$ cat src/sv/tle_pkg.sv
// ----------------------------------------------------------------------------
// tle_pkg
// Shared types and constants of the terminal line editor: byte codes,
// action codes, escape phases and the structs passed between modules.
// ----------------------------------------------------------------------------
package tle_pkg;

   // field widths
   localparam int BYTE_W = 8;
   localparam int LEN_W  = 9;

   // longest line the editor keeps
   localparam int LINE_MAX = 256;

   // received byte codes
   localparam logic [BYTE_W-1:0] CH_LF      = 8'd10;
   localparam logic [BYTE_W-1:0] CH_CR      = 8'd13;
   localparam logic [BYTE_W-1:0] CH_ESC     = 8'd27;
   localparam logic [BYTE_W-1:0] CH_BRACKET = 8'd91;
   localparam logic [BYTE_W-1:0] CH_DEL     = 8'd127;
   localparam logic [BYTE_W-1:0] CH_UP      = 8'd65;
   localparam logic [BYTE_W-1:0] CH_DOWN    = 8'd66;
   localparam logic [BYTE_W-1:0] PARAM_LO   = 8'd1;
   localparam logic [BYTE_W-1:0] PARAM_HI   = 8'd6;

   // reported action
   typedef enum logic [2:0] {
      ACT_NONE  = 3'd0,
      ACT_ECHO  = 3'd1,
      ACT_ERASE = 3'd2,
      ACT_END   = 3'd3,
      ACT_FULL  = 3'd4,
      ACT_UP    = 3'd5,
      ACT_DOWN  = 3'd6
   } action_type;

   // escape sequence phase
   typedef enum logic [1:0] {
      PH_IDLE  = 2'd0,
      PH_ESC   = 2'd1,
      PH_CSI   = 2'd2,
      PH_PARAM = 2'd3
   } phase_type;

   // editor state carried from beat to beat
   typedef struct packed {
      phase_type         phase;
      logic [LEN_W-1:0]  line_length;
   } state_type;

   // one result beat
   typedef struct packed {
      action_type        action;
      logic [BYTE_W-1:0] echo_byte;
      logic [LEN_W-1:0]  length;
   } result_type;

endpackage

$ cat src/sv/tle_if.sv
// ----------------------------------------------------------------------------
// tle_if
// Valid/ready channels of the terminal line editor: received bytes,
// results and the line limit register write.
// ----------------------------------------------------------------------------
interface tle_req_if;
   logic                      valid;
   logic                      ready;
   logic [tle_pkg::BYTE_W-1:0] rx_byte;

   modport source (output valid, output rx_byte, input ready);
   modport sink   (input valid, input rx_byte, output ready);
endinterface

interface tle_rsp_if;
   logic                       valid;
   logic                       ready;
   tle_pkg::action_type        action;
   logic [tle_pkg::BYTE_W-1:0] echo_byte;
   logic [tle_pkg::LEN_W-1:0]  length;

   modport source (output valid, output action, output echo_byte, output length,
                   input ready);
   modport sink   (input valid, input action, input echo_byte, input length,
                   output ready);
endinterface

interface tle_csr_if;
   logic                      valid;
   logic                      ready;
   logic [tle_pkg::LEN_W-1:0] line_limit;

   modport source (output valid, output line_limit, input ready);
   modport sink   (input valid, input line_limit, output ready);
endinterface

$ cat src/sv/tle_step.sv
// ----------------------------------------------------------------------------
// tle_step
// Line discipline for one received byte: next escape phase and line
// length, and the action reported for the byte.
// ----------------------------------------------------------------------------
module tle_step (
   input  logic [tle_pkg::BYTE_W-1:0] rx_byte,
   input  tle_pkg::state_type         state,
   input  logic [tle_pkg::LEN_W-1:0]  line_limit,
   output tle_pkg::state_type         state_next,
   output tle_pkg::result_type        result
);
   import tle_pkg::*;

   logic [LEN_W-1:0] eff_limit;
   logic [LEN_W-1:0] len_inc;
   logic [LEN_W-1:0] len_dec;
   logic             is_eol;
   logic             is_param;
   logic             is_arrow;
   logic             in_seq;
   logic             line_full;
   logic             not_empty;

   // clamp the limit into 1 .. LINE_MAX
   always_comb begin
      if (line_limit == '0) begin
         eff_limit = LEN_W'(1);
      end else if (line_limit > LEN_W'(LINE_MAX)) begin
         eff_limit = LEN_W'(LINE_MAX);
      end else begin
         eff_limit = line_limit;
      end
   end

   // byte classes and length arithmetic
   assign is_eol    = (rx_byte == CH_CR) || (rx_byte == CH_LF);
   assign is_param  = (rx_byte >= PARAM_LO) && (rx_byte <= PARAM_HI);
   assign is_arrow  = (rx_byte == CH_UP) || (rx_byte == CH_DOWN);
   assign in_seq    = (state.phase == PH_CSI) || (state.phase == PH_PARAM);
   assign len_inc   = state.line_length + LEN_W'(1);
   assign len_dec   = state.line_length - LEN_W'(1);
   assign line_full = (len_inc >= eff_limit);
   assign not_empty = (state.line_length != '0);

   // next state
   always_comb begin
      state_next = state;
      unique case (state.phase) inside
         PH_CSI, PH_PARAM: begin
            if (state.phase == PH_CSI && is_param) begin
               state_next.phase = PH_PARAM;
            end else begin
               state_next.phase = PH_IDLE;
               if (is_arrow) begin
                  state_next.line_length = '0;
               end
            end
         end
         PH_IDLE, PH_ESC: begin
            if (is_eol) begin
               state_next.phase       = PH_IDLE;
               state_next.line_length = '0;
            end else if (rx_byte == CH_BRACKET && state.phase == PH_ESC) begin
               state_next.phase = PH_CSI;
            end else if (rx_byte == CH_ESC) begin
               state_next.phase = PH_ESC;
            end else begin
               state_next.phase = PH_IDLE;
               if (rx_byte == CH_DEL) begin
                  if (not_empty) begin
                     state_next.line_length = len_dec;
                  end
               end else if (line_full) begin
                  state_next.line_length = '0;
               end else begin
                  state_next.line_length = len_inc;
               end
            end
         end
         default: state_next = state;
      endcase
   end

   // reported action
   always_comb begin
      result.action    = ACT_NONE;
      result.echo_byte = '0;
      result.length    = state.line_length;
      if (in_seq) begin
         if (!(state.phase == PH_CSI && is_param)) begin
            if (rx_byte == CH_UP) begin
               result.action = ACT_UP;
            end else if (rx_byte == CH_DOWN) begin
               result.action = ACT_DOWN;
            end
         end
      end else if (is_eol) begin
         result.action = ACT_END;
      end else if ((rx_byte == CH_BRACKET && state.phase == PH_ESC) ||
                   rx_byte == CH_ESC) begin
         result.action = ACT_NONE;
      end else if (rx_byte == CH_DEL) begin
         if (not_empty) begin
            result.action = ACT_ERASE;
            result.length = len_dec;
         end
      end else if (line_full) begin
         result.action    = ACT_FULL;
         result.echo_byte = rx_byte;
         result.length    = len_inc;
      end else begin
         result.action    = ACT_ECHO;
         result.echo_byte = rx_byte;
      end
   end

endmodule

$ cat src/sv/terminal_line_editor.sv
// ----------------------------------------------------------------------------
// terminal_line_editor
// Serial line discipline with arrow keys: one received byte in, one
// action out, with a running line length and an escape sub-state.
// ----------------------------------------------------------------------------
//  channel   dir  payload                      beat when
//  req_if    in   rx_byte[7:0]                 valid && ready
//  rsp_if    out  action, echo_byte, length    valid && ready
//  csr_if    in   line_limit[8:0]              valid && ready (always ready)
//
//  each byte passes from request beat to result through the input
//  register, then the result register; one byte per cycle while the result is not stalled
//  line length and escape phase update as a byte moves into the result register
//  reset clears both registers' valid bits, the state and sets the limit to 256
//  a stalled result holds its register; the input register still takes one byte
// ----------------------------------------------------------------------------
module terminal_line_editor (
   input  logic       clock,
   input  logic       reset,
   tle_req_if.sink    req_if,
   tle_rsp_if.source  rsp_if,
   tle_csr_if.sink    csr_if
);
   import tle_pkg::*;

   logic [LEN_W-1:0]  line_limit_ff;
   logic              in_valid_ff;
   logic              in_valid_in;
   logic [BYTE_W-1:0] in_byte_ff;
   logic              rsp_valid_ff;
   logic              rsp_valid_in;
   result_type        rsp_ff;
   state_type         state_ff;
   state_type         state_next;
   result_type        step_result;
   logic              out_free;
   logic              advance;
   logic              req_beat;

   // handshake control
   assign out_free      = !rsp_valid_ff || rsp_if.ready;
   assign advance       = in_valid_ff && out_free;
   assign req_if.ready  = !in_valid_ff || out_free;
   assign req_beat      = req_if.valid && req_if.ready;
   assign in_valid_in   = req_beat ? 1'b1 : (advance ? 1'b0 : in_valid_ff);
   assign rsp_valid_in  = advance ? 1'b1 : (rsp_if.ready ? 1'b0 : rsp_valid_ff);
   assign csr_if.ready  = 1'b1;

   // line limit register
   always_ff @(posedge clock) begin
      if (reset) begin
         line_limit_ff <= LEN_W'(LINE_MAX);
      end else if (csr_if.valid && csr_if.ready) begin
         line_limit_ff <= csr_if.line_limit;
      end
   end

   // valid bits and editor state
   always_ff @(posedge clock) begin
      if (reset) begin
         in_valid_ff  <= 1'b0;
         rsp_valid_ff <= 1'b0;
         state_ff     <= '{phase: PH_IDLE, line_length: '0};
      end else begin
         in_valid_ff  <= in_valid_in;
         rsp_valid_ff <= rsp_valid_in;
         if (advance) begin
            state_ff <= state_next;
         end
      end
   end

   // payload registers
   always_ff @(posedge clock) begin
      if (req_beat) begin
         in_byte_ff <= req_if.rx_byte;
      end
      if (advance) begin
         rsp_ff <= step_result;
      end
   end

   // per-byte discipline
   tle_step u_step (
      .rx_byte    (in_byte_ff),
      .state      (state_ff),
      .line_limit (line_limit_ff),
      .state_next (state_next),
      .result     (step_result)
   );

   // result channel
   assign rsp_if.valid     = rsp_valid_ff;
   assign rsp_if.action    = rsp_ff.action;
   assign rsp_if.echo_byte = rsp_ff.echo_byte;
   assign rsp_if.length    = rsp_ff.length;

endmodule

$ cat src/flat_wrapper.sv
// flat-port wrapper written by rule: the top's interface ports become plain ports
module terminal_line_editor_flat import tle_pkg::*;
  (clock, reset, req_if_valid, req_if_rx_byte, req_if_ready, rsp_if_valid, rsp_if_action, rsp_if_echo_byte, rsp_if_length, rsp_if_ready, csr_if_valid, csr_if_line_limit, csr_if_ready);
  tle_req_if req_if_i ();
  tle_rsp_if rsp_if_i ();
  tle_csr_if csr_if_i ();
  input  logic clock;
  input  logic reset;
  input wire logic [$bits(req_if_i.valid)-1:0] req_if_valid;
  input wire logic [$bits(req_if_i.rx_byte)-1:0] req_if_rx_byte;
  output wire logic [$bits(req_if_i.ready)-1:0] req_if_ready;
  output wire logic [$bits(rsp_if_i.valid)-1:0] rsp_if_valid;
  output wire logic [$bits(rsp_if_i.action)-1:0] rsp_if_action;
  output wire logic [$bits(rsp_if_i.echo_byte)-1:0] rsp_if_echo_byte;
  output wire logic [$bits(rsp_if_i.length)-1:0] rsp_if_length;
  input wire logic [$bits(rsp_if_i.ready)-1:0] rsp_if_ready;
  input wire logic [$bits(csr_if_i.valid)-1:0] csr_if_valid;
  input wire logic [$bits(csr_if_i.line_limit)-1:0] csr_if_line_limit;
  output wire logic [$bits(csr_if_i.ready)-1:0] csr_if_ready;
  assign req_if_i.valid = req_if_valid;
  assign req_if_i.rx_byte = req_if_rx_byte;
  assign req_if_ready = req_if_i.ready;
  assign rsp_if_valid = rsp_if_i.valid;
  assign rsp_if_action = rsp_if_i.action;
  assign rsp_if_echo_byte = rsp_if_i.echo_byte;
  assign rsp_if_length = rsp_if_i.length;
  assign rsp_if_i.ready = rsp_if_ready;
  assign csr_if_i.valid = csr_if_valid;
  assign csr_if_i.line_limit = csr_if_line_limit;
  assign csr_if_ready = csr_if_i.ready;
  terminal_line_editor u_core (.clock(clock), .reset(reset), .req_if(req_if_i), .rsp_if(rsp_if_i), .csr_if(csr_if_i));
endmodule
$ cat config.mk
export PLATFORM = sky130hd
export DESIGN_NAME = terminal_line_editor_flat
export DESIGN_NICKNAME = d
export VERILOG_FILES = /design/src/sv/tle_pkg.sv /design/src/sv/tle_if.sv /design/src/sv/tle_step.sv /design/src/sv/terminal_line_editor.sv /design/src/flat_wrapper.sv
export SDC_FILE = /design/constraint.sdc
export NUM_CORES = 1
export LEC_CHECK = 0
export ABC_AREA = 1
export BUFFER_PORTS_ARGS = -buffer_cell sky130_fd_sc_hd__buf_2
export CORE_MARGIN = 4
export CORE_UTILIZATION = 62
export DETAILED_ROUTE_END_ITERATION = 8
export HOLD_SLACK_MARGIN = 0.1
export PLACE_DENSITY_LB_ADDON = 0.15
export SLEW_MARGIN = 20
export SYNTH_ARGS = -nofsm -noshare
export SYNTH_HDL_FRONTEND = slang
export SYNTH_SLANG_ARGS = --single-unit
export TNS_END_PERCENT = 1
$ cat constraint.sdc
create_clock -name clock -period 4.5 [get_ports clock]
set_clock_uncertainty 0.1 [all_clocks]
set_input_delay 0.675 -clock clock [delete_from_list [all_inputs] [get_ports clock]]
set_output_delay 0.675 -clock clock [all_outputs]
set_load 0.02 [all_outputs]
* Word-level counts from Yosys, hierarchy flattened
Cells that the tools add are included.
** Storage, ports and cells
- Output and inout bits :: 23
- Word-level logic and storage cells :: 85
- Input port bits :: 22
- Register bits after elaboration :: 50
** Operators by class
- Order comparisons :: 4
- $add $sub $neg :: 2
- Equal/unequal tests :: 14
- Reduce and logical (&&, ||, !) cells :: 24
- Multiplexer cells :: 32
** Operators with widths (count)
- 9-bit two-way mux :: 14
- 8-bit by 7-bit equality test with 1-bit output, second input constant :: 4
- 11-bit two-way mux :: 2
- 11-bit one-hot mux with 2 select lines :: 1
- 3-bit two-way mux :: 7
- 8-bit by 4-bit equality test with 1-bit output, second input constant :: 2
- 9-bit by 1-bit adder with 9-bit output, second input constant :: 1
- 9-bit greater-or-equal comparator :: 1
- 9-bit > comparator, second input constant :: 1
- 9-bit zero test :: 1
- 9-bit nonzero test :: 1
- 9-bit by 1-bit subtractor with 9-bit output, second input constant :: 1
- 8-bit by 5-bit equality test with 1-bit output, second input constant :: 1
- 8-bit by 1-bit greater-or-equal comparator with 1-bit output, second input constant :: 1
- 8-bit by 3-bit <= comparator with 1-bit output, second input constant :: 1
- 1-bit logical OR :: 6
- 2-bit two-way mux :: 3
- 3-bit inequality test, second input constant :: 2
- 6-bit AND reduction :: 1
- 2-bit nonzero test :: 3
- 1-bit logical AND :: 5
- 1-bit two-way mux :: 5
- 2-bit equality test, second input constant :: 2
- 2-bit inequality test, second input constant :: 2
- 6 further kinds :: 8

* Longest topological paths before layout
Gate-level depths: netlist (run 1).
- Depth after elaboration :: 10
- Gate-level depth with buffers :: 19

* Modules after synthesis
A second synthesis (run 1) with hierarchy kept.
** Second synthesis, totals
- Cells, all modules :: 494
- Area total of the unflattened synthesis :: 3342.0 µm²
** Modules (own cells, without submodules)
- terminal_line_editor :: area each 1771.7 µm², times used 1, cells each 153, seq. area each 1281.2 µm²
- tle_step :: area each 1570.3 µm², times used 1, cells each 341, seq. area each 0.0 µm²

* Least setup slack after synthesis (run 1)
OpenSTA, ideal clock, no wires.
- Path kind :: reg-to-reg
- Start :: register u_core.state_ff[0] in the netlist's numbering
- End :: register u_core.rsp_ff, in the netlist u_core.rsp_if.length[0] (data pin)
- Setup slack :: 1.609 ns
- Path buffers :: 0
- Arrival time :: 2.527 ns
- Setup time :: 0.264 ns
- Clock period less this slack :: 2.891 ns
- Cell stages (with the launch flop) :: 17
- Cell sequence :: dfxtp_1 -> ha_1 -> nand2_1 -> nor2_1 -> xor2_1 -> inv_1 -> ha_1 -> nand2_1 -> nor2_1 -> nand3_1 -> nand2_1 -> nor2_4 -> nand2_2 -> inv_2 -> ha_1 -> o211ai_1 -> o21ai_0
** RTL lines
- start: declaration :: line terminal_line_editor.sv:33 : state_type state_ff;
- start signal: assignment :: line terminal_line_editor.sv:63 : state_ff <= '{phase: PH_IDLE, line_length: '0};
- start signal: assignment :: line terminal_line_editor.sv:68 : state_ff <= state_next;
- end signal: assignment :: line terminal_line_editor.sv:79 : rsp_ff <= step_result;
- end: declaration :: line terminal_line_editor.sv:32 : result_type rsp_ff;

==> run summary, run 1 <==
Status -> complete, no violations
Max frequency -> 0.303 GHz
Worst hold-check path type -> in -> reg
Top post-synthesis cells by area -> edfxtp_1, dfxtp_1, nand2_1, nand3_1, inv_1
Initial antenna violation count -> 0
Clock tree buffer depth -> 2
Share of the clock period used by the worst path -> 0.733
Detailed router's first-iteration violation count -> 339
RSZ-0062 raised after global routing -> false
H-tree depth -> 2
Cell Chain, Critical Path -> ha_1 -> nand2_1 -> nor2_1 -> nand3_1 -> nand2_1 -> nand2_1 -> ha_1 -> nand2_1 -> nor2_1 -> nand3_1 -> nand2_1 -> nor2_4 -> nand2_2 -> inv_2 -> ha_1 -> o211ai_1 -> o21ai_0
Num rows -> 25
Seq cells post-synth -> 50
Post-CTS Setup Inserts -> 0
Pre-CTS setup slack -> 1.25 ns
TritonCTS clock tree -> built
Share of cells above drive strength 1 -> 0.166
Cts bufs inserted -> 5
Total Wirelength -> 7170 µm
Hold_buf cts -> 0
Delay-heaviest family, CP -> simple AND/OR/NAND/NOR gates
Total grt overflow -> 0
Hold slack -> 0.425 ns
Minimum clock period -> 3.30 ns
Crit start category -> flop
Post-route setup slack -> 1.20 ns
Crit-path max cell delay -> 0.50 ns
Largest area contributor in the netlist -> edfxtp_1
Final setup fails -> 0
Chip width -> 79.3 µm
VDD IR-drop max -> 0.215 mV
Crit Path Category -> reg -> reg
Slew Viols, Final -> 0
Tightest Pin Transition -> 0.593 ns
Antenna cells -> 0
Max Cap Viol -> 0
# port buffers -> 43
Arrival time worst endpoint -> 3.26 ns
Final Hold Fails -> 0
Peak fanout along the critical path -> 10
Crit-path most repeated cell -> nand2_1
CP Capture Type -> flop
Post-route ant nets -> 0
CTS resizes -> 0
Clk slew on worst S/H paths -> 0.10 ns
First-pass GRT wire length -> 12400 µm
Pwr Density -> 287 nW/µm²
Gpl congestion -> 0.916
Netlist cell types -> 36
Syn avg cell area -> 7.35 µm²
Sum Neg Setup Slack -> 0 ns
Vias per cell -> 5.54
Syn. warnings -> 0
CTS Sinks -> 50
Die Footprint -> 6290 µm²
NumNets Final -> 504
CP Launch Point -> u_core.state_ff[0]
Layout area overhead -> 11.4%
GRT Total Usage -> 0.248
Worst path buffer plus inverter count -> 1
Root buf cell -> clkbuf_8
Initial Util -> 0.655
Vias -> 2980
DRT Pass-1 Iters -> 5
FF-to-FF setup slack -> 1.20 ns
Clock Latency Late Sink -> 0.32 ns
Largest net degree at the start of global routing -> 26
Fill count -> 392
Leak -> 1.66 nW
Reg-to-Reg Start -> u_core.state_ff[0]
Hold path startpoint -> req_if_rx_byte[7]
Syn_nets -> 463
Critical Path RT -> 4.46 ns
Finished Core Util -> 0.729
Wire per inst -> 13.3 µm
Core Region -> 4820 µm²
Register area share after synthesis -> 0.406
Number of global-route vias before repair -> 2697
DPL Wire Length -> 5530 µm
IO Count -> 45
Drt drc -> 0
Post-Synthesis Cells -> 429
Slew HR -> 0.602
Die H -> 79.3 µm
Max stage delay cell, worst path -> dfxtp_1
Top cell type's share of synthesized area -> 0.267
Post-Syn Area -> 3150 µm²
stage by stage:
stage / cells / area [µm²] / power [mW]
after floorplan: 429 / 3150 / 0.640
after global placement: 530 / 3400 / 0.678
after detailed placement: 530 / 3400 / 0.682
after CTS: 538 / 3510 / 1.01
after global routing: 538 / 3510 / 1.05
final: 538 / 3510 / 1.01
sequential cells by signal (all words and copies together), names as in the netlist:
| signal | cells |
|---|---|
| u_core.rsp_if.length | 9 |
| u_core.rsp_if.valid | 1 |
| u_core.in_valid_ff | 1 |
| u_core.line_limit_ff | 9 |
| u_core.rsp_if.action | 3 |
| u_core.in_byte_ff | 8 |
| u_core.state_ff | 11 |
| u_core.rsp_if.echo_byte | 8 |
power breakdown:
part	leakage [nW]	total (mW)	switching (mW)	internal (mW)
logic	1.15	0.153	0.103	0.0504
clock network	0.0606	0.335	0.165	0.170
registers	0.447	0.519	0.0132	0.506
cells by family (layout without fill, tap and decap cells):
family | after synthesis | after routing | share of synthesized area
AOI/OAI and AO/OA | 49 | 49 | 0.0861
xor gates and xnor gates | 3 | 3 | 0.00833
adders and majority gates | 12 | 12 | 0.0476
buffers and inverters | 72 | 114 | 0.0940
DFF | 50 | 50 | 0.406
other | 1 | 1 | 0.00119
and+or+nand+nor | 242 | 242 | 0.356
layout make-up:
| type | count | area (µm²) | area share |
|---|---|---|---|
| Sequential cell | 50 | 1280 | 0.365 |
| Multi-Input combinational cell | 307 | 1580 | 0.449 |
| Timing Repair Buffer | 44 | 223 | 0.0634 |
| Clock inverter | 3 | 47.5 | 0.0135 |
| Inverter | 62 | 233 | 0.0663 |
| Clock buffer | 5 | 68.8 | 0.0196 |
| Tap cell | 67 | 83.8 | 0.0239 |
cell usage after synthesis, drive strengths merged:
master	instances
buf	7
clkbuf	3
inv	60
o21ai	24
a21oi	20
clkinv	2
o211ai	4
edfxtp	28
nand2	120
ha	12
nand4	6
nor4	2
nor2	49
or2	2
nand3	57
xor2	3
dfxtp	22
o22ai	1
conb	1
nor3	6
final timing paths:
kind	cells past startpoint	endpoint
max	17	u_core.rsp_if.length[0]
min	1	u_core.in_byte_ff[7]
min reg2reg	2	u_core.rsp_if.valid
max reg2reg	17	u_core.rsp_if.length[0]
cell usage in the layout (no fill, tap or decap), types with 2 or more instances in the layout:
cell        n
nand2_2     7
nand4_1     5
dfxtp_1    22
buf_2      43
nor2_4      2
inv_1      55
inv_2       5
nand3_2     3
a21oi_1    19
edfxtp_1   28
nand2_1   113
o21ai_0    19
ha_1       12
nor3_1      5
nand3_1    53
xor2_1      3
o21ai_1     4
o211ai_1    4
clkinv_1    2
clkbuf_8    5
nor2_1     45
layer usage:
| layer | up-vias | share of wire | track usage |
|---|---|---|---|
| met3 | 6 | 0.079 | 0.0476 |
| met1 | 1354 | 0.47 | 0.349 |
| met5 | - | 0 | 0 |
| met4 | 0 | 0.0095 | 0.0687 |
| li1 | 1485 | - | - |
| met2 | 135 | 0.44 | 0.391 |
No activity file was read; power rests on OpenSTA's default activity.
==> run 2, diff against run 1 <==
--- a/config.mk
+++ b/config.mk
@@ -5,10 +5,10 @@
 export SDC_FILE = /design/constraint.sdc
 export NUM_CORES = 1
 export LEC_CHECK = 0
-export ABC_AREA = 1
+export ABC_AREA = 0
 export BUFFER_PORTS_ARGS = -buffer_cell sky130_fd_sc_hd__buf_2
 export CORE_MARGIN = 4
-export CORE_UTILIZATION = 62
+export CORE_UTILIZATION = 57
 export DETAILED_ROUTE_END_ITERATION = 8
 export HOLD_SLACK_MARGIN = 0.1
 export PLACE_DENSITY_LB_ADDON = 0.15
==> constraint.sdc (replaced) <==
create_clock -name clock -period 3.4 [get_ports clock]
set_clock_uncertainty 0.1 [all_clocks]
set_input_delay 0.51 -clock clock [delete_from_list [all_inputs] [get_ports clock]]
set_output_delay 0.51 -clock clock [all_outputs]
set_load 0.02 [all_outputs]
==> run summary, run 2 <==
Status -> complete, no violations
Reg-to-Reg Start -> u_core.state_ff[0]
Netlist cell types -> 68 (+89%)
IO Count -> 45 (unchanged)
Antenna cells -> 0 (unchanged)
Hold Path Stages -> 1 (unchanged)
TritonCTS clock tree -> built
Most common cell after layout, fill and taps aside -> buf_2
H-tree depth -> 2 (unchanged)
VDD IR-drop max -> 0.274 mV (+27%)
DRT Pass-1 Iters -> 4 (-1)
Gpl congestion -> 0.915 (-0.14%)
Peak fanout along the critical path -> 3 (-7)
Max Cap Viol -> 0 (unchanged)
Total Wirelength -> 6600 µm (-8.0%)
Largest area contributor in the netlist -> edfxtp_1
# port buffers -> 43 (unchanged)
Clock Latency Late Sink -> 0.31 ns (about the same)
Pwr Density -> 367 nW/µm² (+28%)
Cell count after placement -> 423 (-20%)
Worst Hold Path EP -> u_core.in_byte_ff[2]
Hold_buf cts -> 0 (unchanged)
Critical Path RT -> 3.34 ns (-1.12 ns)
Initial antenna violation count -> 0 (unchanged)
Syn_nets -> 349 (-25%)
Reg with most FFs -> u_core.state_ff
Design Area, Final -> 3450 µm² (-1.7%)
Most frequent cell after synthesis -> nor2_1
Post-synth EDFFs -> 28 (unchanged)
CTS resizes -> 0 (unchanged)
Placed instance area -> 3350 µm² (-1.2%)
Largest net degree at the start of global routing -> 29 (+12%)
Cells on worst reg2reg path -> 13 (-4)
Number of global-route vias before repair -> 2273 (-16%)
Syn avg cell area -> 9.65 µm² (+31%)
Worst reg2reg path endpoint -> u_core.rsp_if.length[0]
Vias per cell -> 5.93 (+7.1%)
Post-CTS Setup Inserts -> 0 (unchanged)
Chip width -> 81.0 µm (+2.2%)
Seq cells post-synth -> 50 (unchanged)
Vias -> 2557 (-14%)
Slew Viols, Final -> 0 (unchanged)
Finished Core Util -> 0.672 (-0.0575)
Die H -> 81.0 µm (+2.2%)
Worst hold-check path type -> in -> reg
Fin cells -> 431 (-20%)
Wire per inst -> 15.3 µm (+15%)
Power Total -> 1.27 mW (+26%)
Max reg flops -> 11 (unchanged)
Clk slew on worst S/H paths -> 0.10 ns (about the same)
Top cell type's share of synthesized area -> 0.277 (+0.00999)
Hold slack -> 0.272 ns (-0.153 ns)
Commonest cells in the netlist -> nor2_1, edfxtp_1, nand2_1
GRT Total Usage -> 0.217 (-0.0309)
Tightest Pin Transition -> 1.07 ns (+0.475 ns)
Cts bufs inserted -> 5 (unchanged)
Crit Path Category -> reg -> reg
Grt peak-use layer -> met2
CP Capture Type -> flop
Most frequently used flop master after synthesis -> edfxtp_1
Met2 Track Usage GR -> 0.329 (-0.0613)
NumNets Final -> 394 (-22%)
Detailed router's first-iteration violation count -> 181 (-47%)
FF-to-FF setup slack -> 0.25 ns (-0.95 ns)
Layout area overhead -> 13.6%
Share of the clock period used by the worst path -> 0.928 (+0.194)
Leak -> 1.39 nW (-16%)
Die Footprint -> 6560 µm² (+4.4%)
Met3 usage -> 0.0388 (-0.00882)
Final Hold Fails -> 0 (unchanged)
Most frequent cells in the layout -> buf_2, nor2_1, nand2_1, edfxtp_1, dfxtp_1
Met1 Track Usage GR -> 0.310 (-0.0390)
Share of cells above drive strength 1 -> 0.249 (+0.0837)
Clock tree buffer depth -> 2 (unchanged)
Async set or reset register ratio after synthesis -> 0 (unchanged)
Register area share after synthesis -> 0.422 (+0.0152)
Slew HR -> 0.287 (-0.315)
Post-Synthesis Cells -> 315 (-27%)
Post-Syn Area -> 3040 µm² (-3.6%)
Drt drc -> 0 (unchanged)
CTS Sinks -> 50 (unchanged)
Initial Util -> 0.591 (-0.0633)
Post-route ant nets -> 0 (unchanged)
RSZ-0062 raised after global routing -> true
Arrival time worst endpoint -> 3.09 ns (-0.17 ns)
Minimum clock period -> 3.15 ns (-0.145 ns)
Top post-synthesis cells by area -> edfxtp_1, dfxtp_1, ha_1, nor2_1, nand2_1
DPL Wire Length -> 4910 µm (-11%)
Total grt overflow -> 0 (unchanged)
Crit start category -> flop
Num rows -> 26 (+4.0%)
Root buf cell -> clkbuf_8
Syn. warnings -> 0 (unchanged)
Final setup fails -> 0 (unchanged)
First-pass GRT wire length -> 11100 µm (-11%)
Core Region -> 5140 µm² (+6.7%)
Max frequency -> 0.317 GHz (+4.6%)
Hold path startpoint -> req_if_rx_byte[2]
==> run 2: cell type report <==
type / count / area [µm²]
Clock buffer: 5 / 68.8
Fill cell: 459 / 1690
Sequential cell: 50 / 1280
Inverter: 15 / 56.3
Clock inverter: 3 / 21.3
Timing Repair Buffer: 59 / 335
Multi-Input combinational cell: 229 / 1600
Tap cell: 70 / 87.6
==> run 2: cells by family after synthesis <==
group,share of synthesized area
flip-flops,0.422
XOR/XNOR,0.0317
multiplexers,0.0301
buffers and inverters,0.0539
AND/OR/NAND/NOR,0.235
AO/OA/AOI/OAI,0.177
adder cells (fa/ha/maj),0.0494
other,0.00123
==> run 2: how the worst max path moves through the flow <==
stage / startpoint / depth (start not counted) / to
floorplan: u_core.state_ff[0] / 14 / u_core.rsp_if.length[0]
global placement: u_core.state_ff[0] / 14 / u_core.rsp_if.length[4]
detailed placement: u_core.state_ff[0] / 14 / u_core.rsp_if.length[4]
CTS: u_core.state_ff[0] / 14 / u_core.rsp_if.length[4]
global route: u_core.state_ff[0] / 13 / u_core.rsp_if.length[0]
finish: u_core.state_ff[0] / 13 / u_core.rsp_if.length[0]
==> run 2: report_power, final <==
part | internal (mW) | switching [mW]
clock network | 0.145 | 0.209
logic | 0.0893 | 0.132
registers | 0.671 | 0.0202
total | 0.905 | 0.361
==> run 2: worst max-delay path, cell delays in order (launching register included) <==
cell and delay (ns):
dfxtp_1 0.35, ha_1 0.21, nand3_1 0.11, nor2_1 0.15, xnor2_1 0.18, inv_1 0.07
ha_1 0.32, a211oi_1 0.25, nor2_1 0.09, or3_1 0.40, nor2_2 0.14, ha_1 0.24
o21ai_0 0.19, a21oi_1 0.09
==> run 2: per-layer routing <==
| metal | wire length [µm] | vias to the layer above | part of all wire |
|---|---|---|---|
| met5 | 0 | - | 0 |
| met4 | 133 | 0 | 0.020 |
| met3 | 496 | 16 | 0.075 |
| met2 | 2880 | 111 | 0.44 |
| met1 | 3090 | 1179 | 0.47 |
| li1 | - | 1251 | - |
==> run 2: per-stage QoR <==
stage / setup TNS, ns / worst slack, ns
floorplan: 0 / 0.122
global placement: 0 / 0.375
detailed placement: 0 / 0.246
CTS: 0 / 0.234
global route: -0.000411 / -0.000411
finish: 0 / 0.246
